### src/rtl/core/kmp_pkg.sv
// Package for the KMP pattern matcher: request and response payload types
// and the operation codes. No dependencies.
package kmp_pkg;

   // Operation codes carried in the request.
   localparam logic OP_LOAD   = 1'b0;
   localparam logic OP_SEARCH = 1'b1;

   // One request: a pattern byte or a text byte.
   typedef struct packed {
      logic       operation;
      logic [7:0] data_byte;
      logic       last_byte;
   } kmp_req_type;

   // One response, produced for every text byte.
   typedef struct packed {
      logic        match;
      logic [31:0] match_position;
      logic        text_end;
      logic        any_found;
   } kmp_rsp_type;

endpackage

### src/rtl/core/kmp_fail_walk.sv
// Shared compare unit of the KMP matcher: holds the pattern and prefix
// table memories and walks the failure chain for one byte per command.
// Depends on nothing outside this file.
module kmp_fail_walk #(
   parameter int MAX_PATTERN = 64
) (
   input  logic                                                clock,
   input  logic                                                reset,
   input  logic                                                start,
   input  logic [((MAX_PATTERN > 1) ? $clog2(MAX_PATTERN) : 1)-1:0] start_index,
   input  logic [7:0]                                          start_byte,
   output logic                                                done,
   output logic [$clog2(MAX_PATTERN + 1)-1:0]                  result_length,
   input  logic                                                wr_en,
   input  logic [((MAX_PATTERN > 1) ? $clog2(MAX_PATTERN) : 1)-1:0] wr_addr,
   input  logic [7:0]                                          wr_char,
   input  logic [((MAX_PATTERN > 1) ? $clog2(MAX_PATTERN) : 1)-1:0] wr_prefix
);

   localparam int ADDR_W = (MAX_PATTERN > 1) ? $clog2(MAX_PATTERN) : 1;
   localparam int LEN_W  = $clog2(MAX_PATTERN + 1);

   typedef enum logic [1:0] {
      W_IDLE,
      W_READ,
      W_CMP
   } walk_state_type;

   walk_state_type      state_ff, state_in;
   logic [ADDR_W-1:0]   index_ff, index_in;
   logic [7:0]          byte_ff, byte_in;
   logic [7:0]          pattern_mem [MAX_PATTERN];
   logic [ADDR_W-1:0]   prefix_mem  [MAX_PATTERN];
   logic [7:0]          char_rd_ff;
   logic [ADDR_W-1:0]   prefix_rd_ff;
   logic                equal;

   // Memory writes come from the control block between walks.
   always_ff @(posedge clock) begin
      if (wr_en) begin
         pattern_mem[wr_addr] <= wr_char;
         prefix_mem[wr_addr]  <= wr_prefix;
      end
   end

   // Registered reads of the current candidate and of its fallback entry.
   // The fallback read at index zero is never used.
   always_ff @(posedge clock) begin
      char_rd_ff   <= pattern_mem[index_ff];
      prefix_rd_ff <= prefix_mem[index_ff - ADDR_W'(1)];
   end

   // One compare per step: a hit or index zero ends the walk, otherwise
   // the index falls back through the prefix table.
   assign equal         = (char_rd_ff == byte_ff);
   assign done          = (state_ff == W_CMP) && (equal || (index_ff == '0));
   assign result_length = equal ? (LEN_W'(index_ff) + LEN_W'(1)) : '0;

   always_comb begin
      state_in = state_ff;
      index_in = index_ff;
      byte_in  = byte_ff;
      case (state_ff)
         W_IDLE: begin
            if (start) begin
               index_in = start_index;
               byte_in  = start_byte;
               state_in = W_READ;
            end
         end
         W_READ: begin
            state_in = W_CMP;
         end
         W_CMP: begin
            if (done) begin
               state_in = W_IDLE;
            end else begin
               index_in = prefix_rd_ff;
               state_in = W_READ;
            end
         end
         default: begin
            state_in = W_IDLE;
         end
      endcase
   end

   always_ff @(posedge clock) begin
      if (reset) begin
         state_ff <= W_IDLE;
      end else begin
         state_ff <= state_in;
      end
      index_ff <= index_in;
      byte_ff  <= byte_in;
   end

endmodule

### src/rtl/core/kmp_pattern_matcher.sv
// KMP pattern matcher, top level: request/response handshake, pattern and
// search state, result register. Depends on kmp_pkg and kmp_fail_walk.
//
// Usage: send pattern bytes with operation OP_LOAD; last_byte closes the
// pattern. Bytes past MAX_PATTERN are dropped. Then send text bytes with
// operation OP_SEARCH; each gives one response with match, the start index
// of the occurrence, text_end (last_byte echoed, search context cleared) and
// any_found. A pattern byte after a closed pattern starts a new pattern.
// Each failure-table step of the compare unit is a memory read, then a
// compare. A text byte walks the failure chain, with at most as many
// fallback steps as the pattern length; with no closed pattern it skips
// the walk. A pattern byte skips the walk when it is the first or is
// dropped, else it walks the chain as well.
// One request is in work at a time; req_ready is high only while idle.
// A finished response sits in an output register; while rsp_ready is low the
// block still takes the next request and holds its result until the register
// frees. Reset clears all control state; the pattern memories are not
// cleared and are always written before they are read.
module kmp_pattern_matcher
   import kmp_pkg::*;
#(
   parameter int MAX_PATTERN = 64,
   parameter int INDEX_BITS  = 32
) (
   input  logic        clock,
   input  logic        reset,
   input  logic        req_valid,
   output logic        req_ready,
   input  kmp_req_type req_payload,
   output logic        rsp_valid,
   input  logic        rsp_ready,
   output kmp_rsp_type rsp_payload
);

   localparam int ADDR_W = (MAX_PATTERN > 1) ? $clog2(MAX_PATTERN) : 1;
   localparam int LEN_W  = $clog2(MAX_PATTERN + 1);
   localparam int POS_W  = (INDEX_BITS + 1 > 32) ? INDEX_BITS + 1 : 32;

   typedef enum logic [1:0] {
      S_IDLE,
      S_WALK,
      S_OUT
   } state_type;

   state_type              state_ff, state_in;
   logic                   op_ff, op_in;
   logic                   last_ff, last_in;
   logic [7:0]             byte_ff, byte_in;
   logic [LEN_W-1:0]       length_ff, length_in;
   logic [ADDR_W-1:0]      border_ff, border_in;
   logic                   ready_ff, ready_in;
   logic [LEN_W-1:0]       progress_ff, progress_in;
   logic [INDEX_BITS-1:0]  tpos_ff, tpos_in;
   logic                   found_ff, found_in;
   kmp_rsp_type            res_ff, res_in;
   kmp_rsp_type            rsp_ff, rsp_in;
   logic                   rsp_valid_ff, rsp_valid_in;

   logic                   accept;
   logic                   walk_start;
   logic [ADDR_W-1:0]      walk_index;
   logic                   walk_done;
   logic [LEN_W-1:0]       walk_length;
   logic                   wr_en;
   logic [ADDR_W-1:0]      wr_addr;
   logic [7:0]             wr_char;
   logic [ADDR_W-1:0]      wr_prefix;

   logic                   fin_go;
   logic                   fin_last;
   logic                   fin_hit;
   logic [POS_W-1:0]       end_pos;
   logic [POS_W-1:0]       len_wide;
   logic [POS_W-1:0]       start_pos;

   kmp_fail_walk #(
      .MAX_PATTERN(MAX_PATTERN)
   ) u_walk (
      .clock        (clock),
      .reset        (reset),
      .start        (walk_start),
      .start_index  (walk_index),
      .start_byte   (req_payload.data_byte),
      .done         (walk_done),
      .result_length(walk_length),
      .wr_en        (wr_en),
      .wr_addr      (wr_addr),
      .wr_char      (wr_char),
      .wr_prefix    (wr_prefix)
   );

   assign accept      = req_valid && req_ready;
   assign req_ready   = (state_ff == S_IDLE);
   assign rsp_valid   = rsp_valid_ff;
   assign rsp_payload = rsp_ff;

   // Start index of an occurrence ending at the current text byte.
   assign end_pos   = POS_W'(tpos_ff) + POS_W'(1);
   assign len_wide  = POS_W'(length_ff);
   assign start_pos = end_pos - len_wide;

   // A text byte finishes either right away (no closed pattern) or when
   // the walk over the failure chain is done.
   assign fin_hit  = (state_ff == S_WALK) && (walk_length == length_ff);
   assign fin_last = (state_ff == S_IDLE) ? req_payload.last_byte : last_ff;

   always_comb begin
      state_in     = state_ff;
      op_in        = op_ff;
      last_in      = last_ff;
      byte_in      = byte_ff;
      length_in    = length_ff;
      border_in    = border_ff;
      ready_in     = ready_ff;
      progress_in  = progress_ff;
      tpos_in      = tpos_ff;
      found_in     = found_ff;
      res_in       = res_ff;
      rsp_in       = rsp_ff;
      rsp_valid_in = rsp_valid_ff;
      walk_start   = 1'b0;
      walk_index   = border_ff;
      wr_en        = 1'b0;
      wr_addr      = length_ff[ADDR_W-1:0];
      wr_char      = byte_ff;
      wr_prefix    = walk_length[ADDR_W-1:0];
      fin_go       = 1'b0;

      // The output register frees when its response is taken.
      if (rsp_valid_ff && rsp_ready) begin
         rsp_valid_in = 1'b0;
      end

      case (state_ff)
         S_IDLE: begin
            if (accept) begin
               op_in   = req_payload.operation;
               last_in = req_payload.last_byte;
               byte_in = req_payload.data_byte;
               if (req_payload.operation == OP_LOAD) begin
                  if (ready_ff) begin
                     // A new pattern: drop the old one and its search context.
                     border_in   = '0;
                     progress_in = '0;
                     tpos_in     = '0;
                     found_in    = 1'b0;
                     wr_en       = 1'b1;
                     wr_addr     = '0;
                     wr_char     = req_payload.data_byte;
                     wr_prefix   = '0;
                     length_in   = LEN_W'(1);
                     ready_in    = req_payload.last_byte;
                  end else if (length_ff == LEN_W'(MAX_PATTERN)) begin
                     // Pattern full: the byte is dropped, its flag still counts.
                     ready_in = req_payload.last_byte;
                  end else if (length_ff == '0) begin
                     wr_en     = 1'b1;
                     wr_addr   = '0;
                     wr_char   = req_payload.data_byte;
                     wr_prefix = '0;
                     border_in = '0;
                     length_in = LEN_W'(1);
                     ready_in  = req_payload.last_byte;
                  end else begin
                     walk_start = 1'b1;
                     walk_index = border_ff;
                     state_in   = S_WALK;
                  end
               end else begin
                  if (ready_ff && (length_ff != '0)) begin
                     walk_start = 1'b1;
                     walk_index = (progress_ff >= length_ff) ? '0
                                                              : progress_ff[ADDR_W-1:0];
                     state_in   = S_WALK;
                  end else begin
                     fin_go   = 1'b1;
                     state_in = S_OUT;
                  end
               end
            end
         end
         S_WALK: begin
            if (walk_done) begin
               if (op_ff == OP_LOAD) begin
                  // Store the byte and its prefix entry.
                  wr_en     = 1'b1;
                  border_in = walk_length[ADDR_W-1:0];
                  length_in = length_ff + LEN_W'(1);
                  ready_in  = last_ff;
                  state_in  = S_IDLE;
               end else begin
                  progress_in = fin_hit ? LEN_W'(border_ff) : walk_length;
                  fin_go      = 1'b1;
                  state_in    = S_OUT;
               end
            end
         end
         S_OUT: begin
            if (!rsp_valid_ff || rsp_ready) begin
               rsp_in       = res_ff;
               rsp_valid_in = 1'b1;
               state_in     = S_IDLE;
            end
         end
         default: begin
            state_in = S_IDLE;
         end
      endcase

      // Build the response of a text byte and advance the search context.
      if (fin_go) begin
         res_in.match          = fin_hit;
         res_in.match_position = (fin_hit && (end_pos >= len_wide)) ? start_pos[31:0]
                                                                     : 32'd0;
         res_in.text_end       = fin_last;
         res_in.any_found      = found_ff || fin_hit;
         found_in              = found_ff || fin_hit;
         if (tpos_ff != '1) begin
            tpos_in = tpos_ff + INDEX_BITS'(1);
         end
         if (fin_last) begin
            progress_in = '0;
            tpos_in     = '0;
            found_in    = 1'b0;
         end
      end
   end

   always_ff @(posedge clock) begin
      if (reset) begin
         state_ff     <= S_IDLE;
         length_ff    <= '0;
         border_ff    <= '0;
         ready_ff     <= 1'b0;
         progress_ff  <= '0;
         tpos_ff      <= '0;
         found_ff     <= 1'b0;
         rsp_valid_ff <= 1'b0;
      end else begin
         state_ff     <= state_in;
         length_ff    <= length_in;
         border_ff    <= border_in;
         ready_ff     <= ready_in;
         progress_ff  <= progress_in;
         tpos_ff      <= tpos_in;
         found_ff     <= found_in;
         rsp_valid_ff <= rsp_valid_in;
      end
      op_ff   <= op_in;
      last_ff <= last_in;
      byte_ff <= byte_in;
      res_ff  <= res_in;
      rsp_ff  <= rsp_in;
   end

   // The compare unit reports completion only while a walk is in progress.
   assert property (@(posedge clock) disable iff (reset)
      walk_done |-> (state_ff == S_WALK))
      else $error("walk completion outside of a walk");

   // A stored search position always lies inside the closed pattern.
   assert property (@(posedge clock) disable iff (reset)
      (ready_ff && (length_ff != '0)) |-> (progress_ff < length_ff))
      else $error("search progress beyond pattern length");

   // The running border is always shorter than the pattern loaded so far.
   assert property (@(posedge clock) disable iff (reset)
      (length_ff != '0) |-> (LEN_W'(border_ff) < length_ff))
      else $error("border length not below pattern length");

   // A response that reports a match also reports that a match was seen.
   assert property (@(posedge clock) disable iff (reset)
      (rsp_valid_ff && rsp_ff.match) |-> rsp_ff.any_found)
      else $error("match reported without any_found");

endmodule

### config.mk
export PLATFORM = sky130hd
export DESIGN_NAME = kmp_pattern_matcher
export DESIGN_NICKNAME = d
export VERILOG_FILES = /design/src/rtl/core/kmp_pkg.sv /design/src/rtl/core/kmp_fail_walk.sv /design/src/rtl/core/kmp_pattern_matcher.sv
export SDC_FILE = /design/constraint.sdc
export NUM_CORES = 1
export LEC_CHECK = 0
export ABC_AREA = 1
export BUFFER_PORTS_ARGS = -buffer_cell sky130_fd_sc_hd__buf_4
export CAP_MARGIN = 20
export CORE_MARGIN = 3
export CORE_UTILIZATION = 45
export DETAILED_ROUTE_END_ITERATION = 8
export GPL_ROUTABILITY_DRIVEN = 0
export RECOVER_POWER = 100
export SLEW_MARGIN = 25
export SYNTH_ARGS = -nofsm -noshare
export SYNTH_HDL_FRONTEND = slang
export SYNTH_SLANG_ARGS = --single-unit
### constraint.sdc
create_clock -name clock -period 3.6 [get_ports clock]
set_input_delay 0.54 -clock clock [delete_from_list [all_inputs] [get_ports clock]]
set_output_delay 0.54 -clock clock [all_outputs]
set_load 0.01 [all_outputs]
* Yosys cells after proc, flatten, opt, wreduce, memory -nomap -nowiden
Memory sizes are Yosys's and may differ from the RTL's. A register that Yosys moved wholly into a read port is not among the register bits. Index checks and enable logic that the tools add are counted. Widths: inputs -> output; s select.
Word-level totals: memories 2, output and inout port bits 37, register bits 153, bits in writable memories 896, logic and storage cells 194, input port bits 14
Memories:
- u_walk.pattern_mem | depth 64, width 8, rd ports 1, clocked after Yosys merged registers in 1, write ports 1, line kmp_fail_walk.sv:32 | logic [7:0] pattern_mem [MAX_PATTERN];
- u_walk.prefix_mem | depth 64, width 6, rd ports 1, clocked after Yosys merged registers in 1, write ports 1, line kmp_fail_walk.sv:33 | logic [ADDR_W-1:0] prefix_mem [MAX_PATTERN];
Cells by class: reductions and logical operators 28, mux-type cells 113, $add $sub $neg 6, equal/unequal tests 21, $lt $le $gt $ge 2
Operators by type and width (number):
- $mux 32 | 7
- $mux 6 | 26
- $mux 7 | 16
- $mux 8 | 6
- $mux 1 | 39
- $add 32x1->33 const B | 1
- $ge 33x7->1 | 1
- $add 32x1->32 const B | 1
- $ne 32x32->1 const B | 1
- $sub 32x7->32 | 1
- $pmux 7 s2 | 2
- $pmux 6 s2 | 2
- $mux 2 | 10
- $ne 3x3->1 const B | 4
- $pmux 2 s3 | 2
- $reduce_bool 2->1 | 5
- $eq 8x8->1 | 1
- $ne 2x1->1 const B | 4
- $ne 2x2->1 const B | 4
- $add 6x1->7 const B | 1
- $add 7x1->7 const B | 1
- $eq 7x7->1 | 1
- $eq 7x7->1 const B | 1
- $ge 7x7->1 | 1
- 18 further kinds | 32

* Depth between registers and ports, before layout
depth in word-level cells 10, gate-level depth with buffers 19

* By module
From an unflattened synthesis, not the netlist that was laid out.
Second synthesis, totals: cells, all modules 4651, area, all modules 47150.2 um^2
Modules (own cells, without submodules):
- kmp_fail_walk | cells each 3615, area an instance 38997.4 um^2, instances 1
- kmp_pattern_matcher | cells each 1036, area an instance 8152.8 um^2, instances 1

* Least setup slack after synthesis
Ideal clock, no wire load.
path type register to register, start reg u_walk.index_ff[0], end mem u_walk.prefix_mem[0][1] (netlist bit) (data pin), period minus slack after synthesis 3874 ps, library setup time 500 ps, arrival time 3375 ps, stages on the path, launching flop included 9, path slack -274 ps, cells stage by stage edfxtp_1 -> buf_2 -> clkinv_1 -> clkbuf_1 -> clkbuf_1 -> clkbuf_1 -> ha_1 -> nand3_1 -> nor2_1
On the way: cells in the longest elaborated chain, start to end 8
Ends and longest elaborated chain:
- start: declaration | line kmp_fail_walk.sv:30 | logic [ADDR_W-1:0] index_ff, index_in;
- start signal: assignment | line kmp_fail_walk.sv:94 | index_ff <= index_in;
- $add 6x1->7 (*) | line kmp_fail_walk.sv:57 | assign result_length = equal ? (LEN_W'(index_ff) + LEN_W'(1)) : '0;
- $mux 7 (*) | line kmp_fail_walk.sv:57
- $mux 6 | line kmp_pattern_matcher.sv:156 | end else if (length_ff == '0) begin
- $mux 6 | line kmp_pattern_matcher.sv:153 | end else if (length_ff == LEN_W'(MAX_PATTERN)) begin
- $mux 6 | line kmp_pattern_matcher.sv:141 | if (ready_ff) begin
- $mux 6 | line kmp_pattern_matcher.sv:140 | if (req_payload.operation == OP_LOAD) begin
- $mux 6 | line kmp_pattern_matcher.sv:136 | if (accept) begin
- $mux 6 (*) | line kmp_pattern_matcher.sv:134 | case (state_ff)
- named net u_walk.wr_prefix (one bit) | line kmp_fail_walk.sv:17 | input logic [((MAX_PATTERN > 1) ? $clog2(MAX_PATTERN) : 1)-1:0] wr_prefix
- end: declaration | line kmp_fail_walk.sv:33
Mark *: on every way through the listed nets, which the timed path passes. The rest lies on a longest branch.

* Worst setup path after layout
start reg length_ff[1], end mem u_walk.prefix_mem[46][1] (netlist bit) (enable)
On the way: cells in the longest elaborated chain, start to end 9
Ends and longest elaborated chain:
- start: declaration | line kmp_pattern_matcher.sv:49 | logic [LEN_W-1:0] length_ff, length_in;
- start signal: assignment | line kmp_pattern_matcher.sv:241 | length_ff <= length_in;
- $logic_not 7->1 | line kmp_pattern_matcher.sv:156
- $mux 1 | line kmp_pattern_matcher.sv:156
- $mux 1 | line kmp_pattern_matcher.sv:153
- $mux 1 | line kmp_pattern_matcher.sv:141
- $mux 1 | line kmp_pattern_matcher.sv:140
- $mux 1 | line kmp_pattern_matcher.sv:136
- $pmux 1 s2 | line kmp_pattern_matcher.sv:134
- $mux 1 | line kmp_fail_walk.sv:40 | if (wr_en) begin
- $mux 1 (implied by the code) | line kmp_fail_walk.sv:42 | prefix_mem[wr_addr] <= wr_prefix;
Several ways; a longest one is shown, not always the timed one.

==> impl_metrics.ini <==
[outcome]
status = finished, violations left
violations = capacitance limit, slew limit

[sta]
period_share = 0.944
tightestPinTransition_ns = 1.75
setup_viol = 0
drv_slew = 36
rsz0062_at_grt = false
skew_ns = 0.0284
max-slew-margin-rel = -0.163
setup-tns-final_ns = 0
min_period_ns = 3.40
max_freq_mhz = 294
hold_violations = 0

[grt]
gr-total-overflow = 0
grt_use_met2 = 0.355
grt_use_met3 = 0.0322
antenna_found_initial = 0
grt_start_max_net_pins = 159
gr-usage-met1 = 0.331
grt-busiest-layer = met2
grt_pass1_wl_mm = 175
grt_usage = 0.225
grt_pass1_vias = 27100

[floorplan]
design.core.area_um2 = 96900
io_pins = 51
die_h_um = 319
start_util = 0.455
placementRows = 114
die_w_um = 319
die_area_um2 = 102000

[setup_path]
crit_type = reg -> reg
cpMaxStageDelayCell = nand3_1
startpoint_type = flop
worstPathRequired_ns = 3.95
end_kind = flop
crit_path_max_fanout = 8
r2r_start = length_ff[1]$_SDFFE_PP0P_
arrival_ns = 3.75
crit_buf_inv = 3
critical_path.most_common_cell = nor2_1
cp_top_family = simple AND/OR/NAND/NOR gates
crit_chain = inv_1 -> ha_1 -> nand4_1 -> nor2_1 -> o21ai_0 -> clkbuf_1 -> nand2_1 -> nor2_1 -> nand3_1 -> nor2_1 -> clkbuf_2
max_stage_delay_ns = 0.64
crit_start = length_ff[1]$_SDFFE_PP0P_

[placed_design]
numPortBuffers = 50
dpl.hpwl_mm = 68.4
dp.cells = 4949

[detailed_routing]
drt_iter0_markers = 3392
detail-route-antenna-nets = 0
wl_mm = 117
firstDrtPassIters = 5
vias = 29200
post_drt_wl_per_cell_um = 22.8
drc_errors = 0
routed_via_density = 5.67

[synth]
synth.most_common_cell = edfxtp_1
netlist.area_leader.share = 0.675
synth_cells = 3663
avgSynthCellArea_um2 = 12.0
synth_top_area_cell = edfxtp_1
async_flop_share = 0
ys_top_cells_by_area = edfxtp_1 67%, nor2_1 5.5%, o21ai_0 4.4%
synth_area_um2 = 44100
synth_edf_count = 990
ys_types = 53
yosys_warnings = 0
synth_ff_type = edfxtp_1
ys_seq_area_frac = 0.708
ys_top_cells_by_count = 990 x edfxtp_1, 647 x nor2_1, 431 x nand2_1
synth-seq-cells = 1063
syn_nets = 3698

[cts]
cts_tree = yes
cts_buffer_depth = 3
cts.sinks = 1063
htreeDepth = 3
clk_pin_slew_ns = 0.06
clock_latency_ns = 0.68
cts-root-buf = clkbuf_16
hold_buffers = 0
cts_made_buffers = 106

[pwr]
peakVddDrop_uv = 366
p_leak_nw = 17.1
powerDensity_nw_per_um2 = 539

[hold_path]
min_path_type = in -> reg
worstHoldStart = req_payload[0]

[cells_and_area]
drive_gt1_frac = 0.0963
fin_cells = 5151
syn_to_final_growth_pct = 12.6
nNetsFinal = 3817

[job]
maxCapViolations = 1
## timing repair
item / CTS / global route
gates resized for setup: 0 / 1
setup endpoints to repair: 0 / 32
buffers inserted: 0 / 1
## worst register-to-register path: stages (launching register included)
cell      delay, ns
dfxtp_1        0.40
inv_1          0.18
ha_1           0.22
nand4_1        0.12
nor2_1         0.08
o21ai_0        0.21
clkbuf_1       0.21
nand2_1        0.19
nor2_1         0.17
nand3_1        0.64
nor2_1         0.36
clkbuf_2       0.31
## logic make-up after synthesis
| family | count (synthesis) | share of synthesized area |
|---|---|---|
| simple gates | 1332 | 0.127 |
| flops | 1063 | 0.708 |
| compound gates | 788 | 0.107 |
| buf+inv | 365 | 0.0323 |
| xor+xnor | 52 | 0.0109 |
| mux | 42 | 0.00954 |
| fa+ha+maj | 21 | 0.00613 |
## registers in the layout, indices dropped and copies added, names as in the netlist
signal               flops
border_ff                6
byte_ff                  8
found_ff                 1
last_ff                  1
length_ff                7
op_ff                    1
progress_ff              7
ready_ff                 1
res_ff                  35
rsp_payload             35
rsp_valid                1
state_ff                 2
tpos_ff                 32
u_walk.byte_ff           8
u_walk.char_rd_ff        8
u_walk.index_ff          6
u_walk.pattern_mem     512
u_walk.prefix_mem      384
u_walk.prefix_rd_ff      6
u_walk.state_ff          2
## metrics by stage
stage / area [µm²] / hold WS [ns] / total power (W) / util / setup WS (ns)
2_1_floorplan: 44100 / 0.400 / 0.0154 / - / 0.00823
3_3_place_gp: 46700 / 0.403 / 0.0163 / 0.482 / 0.116
3_5_place_dp: 46700 / 0.405 / 0.0163 / 0.482 / 0.110
4_1_cts: 50100 / 0.0241 / 0.0270 / 0.517 / 0.0935
5_1_grt: 49600 / 0.0603 / 0.0276 / 0.512 / 0.0127
6_report: 49600 / 0.0913 / 0.0267 / 0.512 / 0.201
## layout make-up
class | count | area [µm²]
diodes | 1 | 2.50
fillers | 8366 | 47200
well taps | 1276 | 1600
inverters | 166 | 633
clock buffers | 140 | 2850
multi-input cells | 2235 | 11500
flip-flops and latches | 1063 | 31200
clock inverters | 60 | 543
repair buffers | 210 | 1280
## cells in the final DEF (no fill, tap or decap), types with 9 or more instances in the layout
cell,n
nand3_1,132
inv_1,155
ha_1,18
buf_4,57
clkbuf_1,95
inv_2,9
nor2_1,661
o22ai_1,127
nand2_1,424
o221ai_1,49
a221oi_1,9
nor2_2,19
dfxtp_1,73
o32ai_1,54
nor3_1,16
nand4_1,32
edfxtp_1,990
o211ai_1,51
nor2_4,15
clkbuf_4,16
nand2_2,12
o21ai_0,388
clkinv_1,21
a21oi_1,90
mux2i_1,42
clkinv_2,17
clkbuf_2,53
clkbuf_16,108
xor2_1,41
## metal layers
layer	vias up	routed length [µm]
met4	0	3010
met3	180	8630
met2	1140	54000
met5	-	0
met1	14400	51600
li1	13500	-
## final timing paths
| check | endpoint | slack [ns] | cells past startpoint |
|---|---|---|---|
| min | last_ff$_DFFE_PP_ | 0.09 | 1 |
| max reg2reg | u_walk.prefix_mem[46][1]$_DFFE_PP_ | 0.20 | 11 |
| min reg2reg | rsp_payload[20]$_DFFE_PP_ | 0.42 | 0 |
| max | u_walk.prefix_mem[46][1]$_DFFE_PP_ | 0.20 | 11 |
## report_power, final
group	switching, W	total [W]	internal [W]
Combinational	0.00166	0.00225	0.000592
Clock	0.00468	0.0107	0.00604
Sequential	0.0000790	0.0138	0.0137
Note: power is estimated with default switching activity, not from simulation.
